==> config.mk <==
export PLATFORM = sky130hd
export DESIGN_NAME = pcb_axis_div
export DESIGN_NICKNAME = d
export VERILOG_FILES = /design/src/sv/pcb_pkg.sv /design/src/sv/pcb_axis_div.sv
export SDC_FILE = /design/constraint.sdc
export NUM_CORES = 1
export LEC_CHECK = 0
export BUFFER_PORTS_ARGS = -buffer_cell sky130_fd_sc_hd__buf_2
export CORE_MARGIN = 5
export CORE_UTILIZATION = 45
export CTS_CLUSTER_SIZE = 20
export DETAILED_ROUTE_END_ITERATION = 8
export GPL_TIMING_DRIVEN = 0
export PLACE_DENSITY = 0.73
export RECOVER_POWER = 25
export SLEW_MARGIN = 25
export SYNTH_ARGS = -nofsm -noshare
export SYNTH_HDL_FRONTEND = slang
export SYNTH_SLANG_ARGS = --single-unit
==> constraint.sdc <==
create_clock -name clk -period 5.5 [get_ports clk]
set_clock_uncertainty 0.2 [all_clocks]
set_input_delay 0.275 -clock clk [delete_from_list [all_inputs] [get_ports clk]]
set_output_delay 0.275 -clock clk [all_outputs]
set_load 0.01 [all_outputs]
==> src/sv/pcb_pkg.sv <==
// -----------------------------------------------------------------------------
// pcb_pkg
// Shared types and constants for the particle cell binning block.
// -----------------------------------------------------------------------------
package pcb_pkg;

	localparam int CELLS_X        = 8;
	localparam int CELLS_Y        = 8;
	localparam int CELLS_Z        = 8;
	localparam int SLOTS_PER_CELL = 16;
	localparam int GRID_CELLS     = CELLS_X * CELLS_Y * CELLS_Z;
	localparam int NUM_SLOTS      = GRID_CELLS * SLOTS_PER_CELL;
	localparam int CELL_W         = (GRID_CELLS > 1) ? $clog2(GRID_CELLS) : 1;
	localparam int SLOT_W         = (SLOTS_PER_CELL > 1) ? $clog2(SLOTS_PER_CELL) : 1;
	localparam int ADDR_W         = CELL_W + SLOT_W;
	localparam int COUNT_W        = $clog2(SLOTS_PER_CELL + 1);
	localparam int AXIS_W         = 7;

	typedef enum logic [1:0] {
		CMD_INSERT = 2'd0,
		CMD_READ   = 2'd1,
		CMD_CLEAR  = 2'd2,
		CMD_NONE   = 2'd3
	} cmd_t;

	typedef enum logic [2:0] {
		ST_PLACED = 3'd0,
		ST_FULL   = 3'd1,
		ST_OOB    = 3'd2,
		ST_RVALID = 3'd3,
		ST_REMPTY = 3'd4,
		ST_CLEAR  = 3'd5
	} status_t;

	localparam logic [1:0] REG_CELL_SIZE = 2'd0;

	typedef struct packed {
		logic [1:0]  cmd;
		logic [15:0] particle_number;
		logic [31:0] pos_x;
		logic [31:0] pos_y;
		logic [31:0] pos_z;
		logic [8:0]  read_cell;
		logic [3:0]  read_slot;
	} in_word_t;

	typedef struct packed {
		logic [2:0]  status;
		logic [8:0]  cell_number;
		logic [3:0]  slot_number;
		logic [15:0] out_particle;
		logic [31:0] out_x;
		logic [31:0] out_y;
		logic [31:0] out_z;
	} out_word_t;

	// divider control and result
	typedef struct packed {
		logic start;
	} div_ctl_t;

	typedef struct packed {
		logic              done;
		logic              in_range;
		logic [AXIS_W-1:0] idx;
	} div_res_t;

endpackage

==> src/sv/pcb_axis_div.sv <==
// -----------------------------------------------------------------------------
// pcb_axis_div
// Restoring divider: |pos| / (cell_size << 16), two quotient bits per cycle,
// with grid bound check for one axis.
// -----------------------------------------------------------------------------
module pcb_axis_div
	import pcb_pkg::*;
(
	input  logic              clk,
	input  logic              arst_n,
	input  div_ctl_t          ctl,
	input  logic [31:0]       pos,
	input  logic [14:0]       cell_size,
	input  logic [6:0]        limit,
	output div_res_t          res
);
	// |pos| <= 2^31; quotient fits 16 bits since divisor >= 2^16
	logic [31:0] mag_q;
	logic [15:0] quo_q;
	logic [16:0] rem_q;
	logic        neg_q;
	logic        busy_q;
	logic [4:0]  cnt_q;
	logic        done_q;

	logic [17:0] r1, r2;
	logic [16:0] a1, a2;
	logic        b1, b2;

	always_comb begin
		r1 = {rem_q, mag_q[31]};
		b1 = r1 >= {3'b0, cell_size};
		a1 = b1 ? 17'(r1 - {3'b0, cell_size}) : r1[16:0];
		r2 = {a1, mag_q[30]};
		b2 = r2 >= {3'b0, cell_size};
		a2 = b2 ? 17'(r2 - {3'b0, cell_size}) : r2[16:0];
	end

	always_ff @(posedge clk or negedge arst_n) begin
		if (!arst_n) begin
			busy_q <= 1'b0;
			done_q <= 1'b0;
			cnt_q  <= '0;
		end else begin
			done_q <= 1'b0;
			if (ctl.start) begin
				busy_q <= 1'b1;
				cnt_q  <= '0;
			end else if (busy_q) begin
				cnt_q <= cnt_q + 5'd1;
				if (cnt_q == 5'd15) begin
					busy_q <= 1'b0;
					done_q <= 1'b1;
				end
			end
		end
	end

	// integer part only: low 16 bits of magnitude never change the quotient
	always_ff @(posedge clk) begin
		if (ctl.start) begin
			neg_q <= pos[31];
			mag_q <= pos[31] ? 32'(-pos) : pos;
			rem_q <= '0;
			quo_q <= '0;
		end else if (busy_q && cnt_q < 5'd8) begin
			rem_q <= a2;
			mag_q <= {mag_q[29:0], 2'b00};
			quo_q <= {quo_q[13:0], b1, b2};
		end
	end

	always_comb begin
		res.done     = done_q;
		res.idx      = quo_q[6:0];
		res.in_range = (cell_size != 15'd0) && !(neg_q && quo_q != 16'd0)
			&& (quo_q < {9'd0, limit});
	end
endmodule

==> results of run 1 <==
-- worst max-delay path: cells and delay by family (launching register included) --
family	cells	cell delay (ns)
flip-flops	1	0.45
AND/OR/NAND/NOR	2	0.47
adder cells (fa/ha/maj)	3	0.82
buffers and inverters	3	0.38
AO/OA/AOI/OAI	11	2.88
-- registers in the layout, summed over array words and instances (netlist names) --
| register | cells |
|---|---|
| neg_q | 1 |
| busy_q | 1 |
| quo_q | 16 |
| done_q | 1 |
| rem_q | 17 |
| mag_q | 32 |
| cnt_q | 5 |
-- worst max path at each step --
stage,slack [ns],cells after the start,to,from
finish,0.21,19,rem_q[13],mag_q[31]
floorplan,0.44,21,rem_q[14],mag_q[31]
global route,0.005,21,rem_q[0],mag_q[31]
detailed placement,-0.52,21,rem_q[8],mag_q[31]
CTS,0.03,21,rem_q[8],mag_q[31]
global placement,-0.50,21,rem_q[8],mag_q[31]
-- kinds of logic (layout without fill, tap and decap cells) --
group,count (synthesis),after routing,synth area share
muxes,14,14,0.0262
and+or+nand+nor,201,201,0.176
buffers and inverters,65,155,0.0518
AOI/OAI and AO/OA,196,196,0.224
DFF,73,73,0.336
adders and majority gates,41,41,0.0971
xor gates and xnor gates,55,55,0.0886
-- per-layer routing --
layer / up-vias / track usage
li1: 2503 / -
met4: 0 / 0.0888
met2: 201 / 0.337
met1: 2433 / 0.253
met5: - / 0
met3: 35 / 0.0419
-- power groups by stage --
stage | Sequential [W] | Combinational [W] | Clock (W)
final | 0.000760 | 0.00221 | 0.000700
after global placement | 0.000763 | 0.00197 | 0
after floorplan | 0.000740 | 0.00162 | 0
after CTS | 0.000758 | 0.00208 | 0.000710
after detailed placement | 0.000769 | 0.00202 | 0
after global routing | 0.000768 | 0.00242 | 0.000733
-- layout make-up --
class	count	area [µm²]
Timing Repair Buffer	74	392
Buffer	35	185
Clock inverter	1	30.0
Inverter	30	113
Tap cell	147	184
Sequential cell	73	1830
Multi-Input combinational cell	507	3370
Clock buffer	15	343
Fill cell	1098	5470
-- layout by cell type (no fill, tap or decap), drive strengths merged, types with 2 or more instances in the layout --
cell type / instances
a211o: 3
a2111oi: 2
o21a: 8
and3: 8
or3: 6
o21ai: 42
a31oi: 3
inv: 30
nand2b: 3
a21boi: 3
nor4: 14
and2: 3
nand4: 5
nor3: 7
clkbuf: 50
fa: 2
nor4b: 2
xnor2: 15
a311o: 4
nor2b: 6
mux2: 2
and4: 2
dfxtp: 33
buf: 73
o311ai: 2
ha: 39
nand2: 67
or4: 4
dfrtp: 7
o31ai: 8
nand3: 10
a21o: 14
nor2: 60
xor2: 40
mux2i: 12
o41ai: 8
a21oi: 88
edfxtp: 33
a211oi: 3
-- what timing repair did --
action                                  4_1_cts  5_1_grt
hold buffers                                  1        0
endpoints found under the setup margin       18       17
pin swaps                                     2        5
endpoints found under the hold margin         7        0
gates resized for setup                       5       13
gates cloned                                  0        1
buffers inserted                              3        4
-- metrics by stage --
stage / hold WS (ns) / TNS [ns]
floorplan: -0.221 / 0
global placement: -0.0897 / -7.46
detailed placement: -0.0857 / -7.54
CTS: 0.0452 / 0
global route: 0.0766 / 0
finish: 0.0716 / 0
==> metrics.cfg, run 1 <==
[synthesis]
yosysUniqueCellTypes=59
ys_warn_count=0
synthCells=645
synthTopCellsByArea=edfxtp_1, dfxtp_1, ha_1, a21oi_1, xor2_1
synth-seq-cells=73
synth_top_area_frac=0.182
ys_seq_area_frac=0.336
synth_commonest_cells=a21oi_1, nand2_1, nor2_1, xor2_1
synth_edf_count=33
yosysMostFrequentCell=a21oi_1
async_flop_share=0.0959
synth_largest_area_cell=edfxtp_1
syn_area_mm2=0.00544
syn_nets=743
synth.avg_cell_area_um2=8.43
synth_top_flop_cell=edfxtp_1

[sta]
min_period_ns=5.29
rsz0062_at_grt=false
drv_slew=0
setup-violations-final=0
period_share=0.961
fmax_mhz=189
worstMarginPinSlew_ns=0.861
maxSlewHeadroom=0.422
hold_viol_final=0
setup_slack_ns=0.215

[setup_path]
critPathLaunchType=flip-flop
worstSetupPathType=reg -> reg
r2r_slack_ns=0.21
r2r_cells=19
critPathArrivalTime_ns=5.31
end_kind=flip-flop
crit-reg2reg-launch=mag_q[31]
r2r_end=rem_q[13]
slowest_delay_ns=0.45
path_cells=inv_1 -> ha_1 -> inv_1 -> fa_1 -> a21o_1 -> a221o_1 -> a311o_1 -> a21o_1 -> clkbuf_2 -> a21oi_2 -> ha_1 -> nor2b_1 -> o2111a_1 -> o311ai_2 -> a21boi_1 -> o21a_1 -> or3_1 -> a211o_1 -> o211a_1
required_ns=5.53
cp_max_fo=10
cp_slowest_cell=edfxtp_1

[drt]
ant_nets=0
dr.pass1.iters=4
vias=5172
dr_wl_met3_um=948
top_layer=met4
drc=0
wire_per_inst_um=16.5
wl_met2_um=6820
wl_um=14500
wl_met1_um=6330
post_drt_via_cell_ratio=5.86
drt-initial-drc-count=264

[die]
die_x_um=120
start_util=0.457
num_rows=40
top_level_ports=66
core_mm2=0.0119
die_h_um=120
die_area_mm2=0.0144

[run_status]
status=complete, no violations

[global_route]
grt_pass1_vias=5207
grt_max_degree=33
grt_pass1_wl_um=23900
antenna_found_initial=0
grt_overflow_total=0
grtUsageTotal=0.203

[clock_network]
cts_max_path_buffers=2
cts.clk_slew.worst_paths_ns=0.06
root_buffer=clkbuf_16
cts_tree=built
clock_latency_ns=0.34
ctsHtreeMaxLevel=3
numCtsBuffers=9
cts.sinks=73

[pwr]
total_power_w=0.00367
p_per_area_mw_per_mm2=571
switching_power_w=0.00152
p_clk_frac=0.191
p_sw_frac=0.415
vdd_drop_max_mv=0.227
combPwrFrac=0.602
p_leak_nw=2.81
p_seq_frac=0.207
p_int_w=0.00215

[finish]
fin_util=0.541
stdcell_count=882
nNetsFinal=828
fin_area_mm2=0.00644
diodes=0
drive_above_1_share=0.148
syn_to_final_growth_pct=18.4

[hold_path]
holdPathEnd=mag_q[31]
min_from=pos[30]
holdPathStages=2
hold_path_class=in -> reg

[placed_design]
placed_cells=857
dp_hpwl_um=11200
port_buffers=65
dpl_cell_area_mm2=0.00595
dp_slack_ns=-0.516
gp_congestion=0.917

[flow_run]
drv_cap=0

No activity file was read; power rests on OpenSTA's default activity.
==> run 2: changes to the inputs <==
==> constraint.sdc (replaced) <==
create_clock -name clk -period 6.5 [get_ports clk]
set_clock_uncertainty 0.2 [all_clocks]
set_input_delay 0.325 -clock clk [delete_from_list [all_inputs] [get_ports clk]]
set_output_delay 0.325 -clock clk [all_outputs]
set_load 0.01 [all_outputs]
==> run 2 against run 1 <==
Combinational power is 20% lower. Global-route usage is 0.11 points lower. Non-clock buffer count is 8 lower. Via count is 1.0% lower. Register-to-register slack better by 0.30 ns. Hold slack better by 0.048 ns.
==> metrics.cfg, run 2 (same netlist as run 1, synthesis figures left out) <==
[global_route]
grt_pass1_wl_um=23800  ; was 23,900 µm
grt_overflow_total=0  ; unchanged
use_met1=0.253  ; about the same
globalRoute.busiestLayer=met2  ; unchanged
grtUsageTotal=0.201  ; was 0.203
grt_use_met2=0.335  ; was 0.337
grtUsageMet3=0.0391  ; was 0.0419
grt_pass1_vias=5208  ; was 5,207
antenna_found_initial=0  ; unchanged
grt_max_degree=33  ; unchanged

[die]
die_area_mm2=0.0144  ; unchanged
die_x_um=120  ; unchanged
num_rows=40  ; unchanged
top_level_ports=66  ; unchanged
core_mm2=0.0119  ; unchanged
start_util=0.457  ; unchanged
die_h_um=120  ; unchanged

[finish]
top_register=mag_q  ; unchanged
reg_top3=mag_q (32), rem_q (17), quo_q (16)  ; unchanged
layout_commonest_cell=a21oi_1  ; unchanged
diodes=0  ; unchanged
nNetsFinal=820  ; was 828
drive_above_1_share=0.131  ; was 0.148
fillers=1111  ; was 1,098
seq_area_mm2=0.00183  ; unchanged
multi_input_area_mm2=0.00333  ; was 0.00337 mm²
syn_to_final_growth_pct=16.4  ; was 18.4%
layout_common_cells=a21oi_1, nand2_1, buf_2  ; unchanged
largest_reg_flops=32  ; unchanged
fin_util=0.531  ; was 0.541

[drt]
dr.pass1.iters=5  ; was 4
ant_nets=0  ; unchanged
drc=0  ; unchanged
drt-initial-drc-count=283  ; was 264
wl_um=14400  ; was 14,500 µm
vias=5118  ; was 5,172
wire_per_inst_um=16.5  ; about the same
post_drt_via_cell_ratio=5.86  ; about the same

[clock_network]
cts.sinks=73  ; unchanged
root_buffer=clkbuf_16  ; unchanged
ctsHtreeMaxLevel=3  ; unchanged
numCtsBuffers=9  ; unchanged
cts_max_path_buffers=2  ; unchanged
clock_latency_ns=0.34  ; about the same
postCtsSetupBuffers=0  ; was 3
cts.clk_slew.worst_paths_ns=0.06  ; about the same
cts_tree=built  ; unchanged

[setup_path]
critPathArrivalTime_ns=5.98  ; was 5.31 ns
crit-reg2reg-launch=mag_q[31]  ; unchanged
worstSetupPathType=reg -> reg  ; unchanged
end_kind=flip-flop  ; unchanged
r2r_cells=21  ; was 19
startpoint=mag_q[31]  ; unchanged
r2r_slack_ns=0.51  ; was 0.21 ns
cp_max_fo=10  ; unchanged
r2r_end=rem_q[8]  ; was rem_q[13]
critPathLaunchType=flip-flop  ; unchanged
required_ns=6.49  ; was 5.53 ns

[hold_path]
hold_path_class=in -> reg  ; unchanged
min_from=pos[30]  ; unchanged
holdPathStages=2  ; unchanged
holdPathEnd=mag_q[31]  ; unchanged

[placed_design]
gp_congestion=0.917  ; unchanged
port_buffers=65  ; unchanged
dp_hpwl_um=11200  ; unchanged

[sta]
period_share=0.922  ; was 0.961
setup-violations-final=0  ; unchanged
hold_viol_final=0  ; unchanged
maxSlewHeadroom=0.415  ; was 0.422
fmax_mhz=167  ; was 189 MHz
drv_slew=0  ; unchanged
worstMarginPinSlew_ns=0.871  ; was 0.861 ns
rsz0062_at_grt=false  ; unchanged
min_period_ns=5.99  ; was 5.29 ns
tns_ns=0  ; unchanged

[run_status]
status=complete, no violations  ; unchanged

[pwr]
p_leak_nw=2.76  ; was 2.81 nW
vdd_drop_max_mv=0.191  ; was 0.227 mV
p_per_area_mw_per_mm2=473  ; was 571 mW/mm²

[flow_run]
drv_cap=0  ; unchanged

run 2: changes by cell type in the layout (fill, tap and decap cells not counted), sizes merged:
cell    previous run  this run
buf               73        64
clkbuf            50        51
run 2: through the flow:
step | worst slack (ns) | instance area, µm² | total power (W) | hold slack [ns] | cells
2_1_floorplan | 1.44 | 5440 | 0.00199 | -0.171 | 645
3_3_place_gp | 0.501 | 5950 | 0.00231 | -0.0397 | 857
3_5_place_dp | 0.484 | 5950 | 0.00236 | -0.0357 | 857
4_1_cts | 0.433 | 6330 | 0.00297 | 0.0952 | 874
5_1_grt | 0.173 | 6330 | 0.00320 | 0.127 | 874
6_report | 0.510 | 6330 | 0.00300 | 0.120 | 874
run 2: where the power goes:
group	total (W)	switching, W	internal, W
sequential	0.000643	0.0000670	0.000576
clock	0.000594	0.000193	0.000401
combinational	0.00176	0.000986	0.000773
run 2: cell type report:
type,count,share of cell area
Timing Repair Buffer,66,0.0522
Inverter,30,0.0178
Sequential cell,73,0.289
Clock inverter,1,0.00474
Multi-Input combinational cell,507,0.526
Buffer,35,0.0269
Tap cell,147,0.0291
Clock buffer,15,0.0542
run 2: worst max-delay path by stage:
stage               slack [ns]  cells past startpoint         to
CTS                       0.43                     21   rem_q[8]
global placement          0.50                     21   rem_q[8]
floorplan                 1.44                     21  rem_q[14]
global route              0.17                     21   rem_q[5]
detailed placement        0.48                     21   rem_q[8]
finish                    0.51                     21   rem_q[8]
run 2: repair_timing:
item / in CTS / in global routing
hold endpoints to repair: 7 / 0
setup endpoints to repair: 0 / 6
hold buffers: 1 / 0
resized for setup: 0 / 2
run 2: per-layer routing:
layer	up-vias	routed length, µm	part of all wire
met5	-	0	0
met4	0	417	0.029
met3	37	841	0.058
met2	181	6750	0.47
met1	2409	6400	0.44
li1	2491	-	-
run 2: critical path: stages, from the launching register on:
cell and delay [ns]:
edfxtp_1 0.45, inv_1 0.09, ha_1 0.16, inv_1 0.06, fa_1 0.40, a21o_1 0.19
a221o_1 0.42, a311o_1 0.45, a21oi_4 0.34, clkbuf_2 0.35, nand2_1 0.08, o21ai_0 0.11
ha_1 0.35, a211o_1 0.31, a21oi_1 0.18, a21oi_1 0.13, o21ai_0 0.34, o311ai_2 0.24
nor4_4 0.31, buf_4 0.30, mux2i_1 0.27, a21oi_1 0.10
==> run 3: changes to the inputs <==
==> constraint.sdc (replaced) <==
create_clock -name clk -period 6.5 [get_ports clk]
set_clock_uncertainty 0.2 [all_clocks]
set_input_delay 1.95 -clock clk [delete_from_list [all_inputs] [get_ports clk]]
set_output_delay 1.95 -clock clk [all_outputs]
set_load 0.01 [all_outputs]
==> run 3 against run 2 <==
Via count grew 0.21%. Power grew 6.9%. Sequential share of layout area is 0.82 points lower. Clock power fell by 20%. Utilization is 1.6 points higher. Sequential power hardly changed. Combinational power up 18%. Count of clock-buffer cells in the layout down 6. Cell count is 2.1% higher. Non-clock buffer count increased by 18. Routed wire length is 2.9% higher. Critical endpoint is now rem_q[6]. Largest cell class unchanged.
==> metrics.cfg, run 3 (same netlist as run 1, synthesis figures left out) <==
[finish]
fin_area_mm2=0.00651  ; was 0.00633 mm²
top_register=mag_q  ; unchanged
reg_top3=mag_q (32), rem_q (17), quo_q (16)  ; unchanged
diodes=0  ; unchanged
fillers=1083  ; was 1,111
fin_util=0.547  ; was 0.531
drive_above_1_share=0.179  ; was 0.131
layout_common_cells=a21oi_1, nand2_1, buf_2  ; unchanged
nNetsFinal=838  ; was 820
syn_to_final_growth_pct=19.8  ; was 16.4%
layout_commonest_cell=a21oi_1  ; unchanged
largest_reg_flops=32  ; unchanged

[placed_design]
dp_slack_ns=-0.811  ; was 0.484 ns
port_buffers=65  ; unchanged
gp_congestion=0.945  ; was 0.917
dp_hpwl_um=11100  ; was 11,200 µm
dpl_cell_area_mm2=0.00595  ; about the same

[drt]
wl_um=14800  ; was 14,400 µm
drt-initial-drc-count=314  ; was 283
post_drt_via_cell_ratio=5.75  ; was 5.86
dr.pass1.iters=5  ; unchanged
vias=5129  ; was 5,118
ant_nets=0  ; unchanged
wire_per_inst_um=16.6  ; was 16.5 µm
drc=0  ; unchanged

[clock_network]
cts.clk_slew.worst_paths_ns=0.06  ; about the same
hold_buffers=0  ; was 1
root_buffer=clkbuf_16  ; unchanged
ctsHtreeMaxLevel=3  ; unchanged
clock_latency_ns=0.34  ; about the same
numCtsBuffers=9  ; unchanged
cts.sinks=73  ; unchanged
cts_tree=built  ; unchanged
cts_max_path_buffers=2  ; unchanged

[pwr]
vdd_drop_max_mv=0.185  ; was 0.191 mV
p_leak_nw=2.83  ; was 2.76 nW
total_power_w=0.00320  ; was 0.00300 W
p_per_area_mw_per_mm2=492  ; was 473 mW/mm²

[sta]
maxSlewHeadroom=0.430  ; was 0.415
setup-violations-final=0  ; unchanged
fmax_mhz=157  ; was 167 MHz
drv_slew=0  ; unchanged
tns_ns=0  ; unchanged
hold_viol_final=0  ; unchanged
worstMarginPinSlew_ns=0.849  ; was 0.871 ns
setup_slack_ns=0.139  ; was 0.510 ns
period_share=0.979  ; was 0.922
min_period_ns=6.36  ; was 5.99 ns

[global_route]
antenna_found_initial=0  ; unchanged
grt_max_degree=33  ; unchanged
grt_pass1_vias=5178  ; was 5,208
grt_pass1_wl_um=24400  ; was 23,800 µm
grtUsageTotal=0.207  ; was 0.201
grt_overflow_total=0  ; unchanged

[flow_run]
drv_cap=0  ; unchanged

[die]
die_area_mm2=0.0144  ; unchanged
core_mm2=0.0119  ; unchanged
top_level_ports=66  ; unchanged
die_x_um=120  ; unchanged
start_util=0.457  ; unchanged
num_rows=40  ; unchanged
die_h_um=120  ; unchanged

[setup_path]
r2r_slack_ns=1.37  ; was 0.51 ns
cp_slowest_cell=a311o_1  ; was edfxtp_1
endpoint=rem_q[6]  ; was rem_q[8]
crit-reg2reg-launch=mag_q[31]  ; unchanged
cp_top_family=compound AO/OA/AOI/OAI gates  ; unchanged
end_kind=flip-flop  ; unchanged
r2r_end=rem_q[6]  ; was rem_q[8]
startpoint=cell_size[0]  ; was mag_q[31]
cp.depth=23  ; was 21
critPathArrivalTime_ns=6.37  ; was 5.98 ns
cp_max_fo=6  ; was 10
r2r_cells=23  ; was 21
path_cells=buf_2 -> ha_1 -> inv_1 -> fa_2 -> a21o_1 -> a221o_1 -> a311o_1 -> a21oi_4 -> buf_8 -> buf_4 -> nand2_1 -> o21ai_2 -> ha_1 -> and2_1 -> nand3_2 -> a21oi_2 -> o21ai_2 -> o311ai_4 -> nor4_4 -> buf_4 -> clkbuf_4 -> mux2i_1 -> a21oi_1  ; was inv_1 -> ha_1 -> inv_1 -> fa_1 -> a21o_1 -> a221o_1 -> a311o_1 -> a21oi_4 -> clkbuf_2 -> nand2_1 -> o21ai_0 -> ha_1 -> a211o_1 -> a21oi_1 -> a21oi_1 -> o21ai_0 -> o311ai_2 -> nor4_4 -> buf_4 -> mux2i_1 -> a21oi_1
critPathLaunchType=input port  ; was flip-flop
slowest_delay_ns=0.40  ; was 0.45 ns
cp.buffers_inverters=6  ; was 4
required_ns=6.51  ; was 6.49 ns
worstSetupPathType=in -> reg  ; was reg -> reg

[hold_path]
min_from=quo_q[15]  ; was pos[30]
hold_path_class=reg -> reg  ; was in -> reg

[run_status]
status=complete, no violations  ; unchanged

[run 3: cell types whose count changed in the layout (fill, tap and decap cells not counted), sizes merged]
cell / change
clkbuf: -15
buf: +28
bufinv: -1
inv: +6
clkinvlp: +1
dlygate4sd3: -1
[run 3: area by class of cell]
cell class	count	area [µm²]	area share
multi-input cells	507	3440	0.528
flip-flops and latches	73	1830	0.280
repair buffers	84	477	0.0732
clock buffers	9	225	0.0346
plain buffers	35	191	0.0294
well taps	147	184	0.0282
inverters	30	113	0.0173
clock inverters	7	57.6	0.00884
[run 3: repair_timing]
item,CTS,global route
hold endpoints to repair,0,0
setup buffers,3,14
pin swaps,6,13
resized for setup,14,22
endpoints found under the setup margin,17,17
cloned,0,2
[run 3: stage by stage]
step                instances  hold WS [ns]
floorplan                 645         0.236
global placement          857         0.246
detailed placement        857         0.256
CTS                       876         0.265
global route              892         0.296
finish                    892         0.268
[run 3: worst min-delay path: stages, from the launching register on]
cell,delay [ns]
dfxtp_1,0.31
nand2_1,0.05
a21oi_1,0.05
[run 3: metal layers]
metal | wire length (µm) | track usage | vias to the layer above
met2 | 6860 | 0.335 | 192
met3 | 1080 | 0.0467 | 25
met4 | 373 | 0.0780 | 0
met5 | 0 | 0 | -
li1 | - | - | 2515
met1 | 6500 | 0.268 | 2397
[run 3: where the power goes]
group	leakage, nW	internal (W)	switching (W)
combinational	1.99	0.000979	0.00110
sequential	0.702	0.000576	0.0000687
clock	0.140	0.000265	0.000212
[run 3: worst min path at each step]
stage,end,slack [ns],cells past startpoint
after floorplan,quo_q[14],0.24,2
after global placement,quo_q[15],0.25,2
after detailed placement,quo_q[15],0.26,2
after CTS,quo_q[15],0.26,2
after global routing,quo_q[15],0.30,2
final,quo_q[15],0.27,2
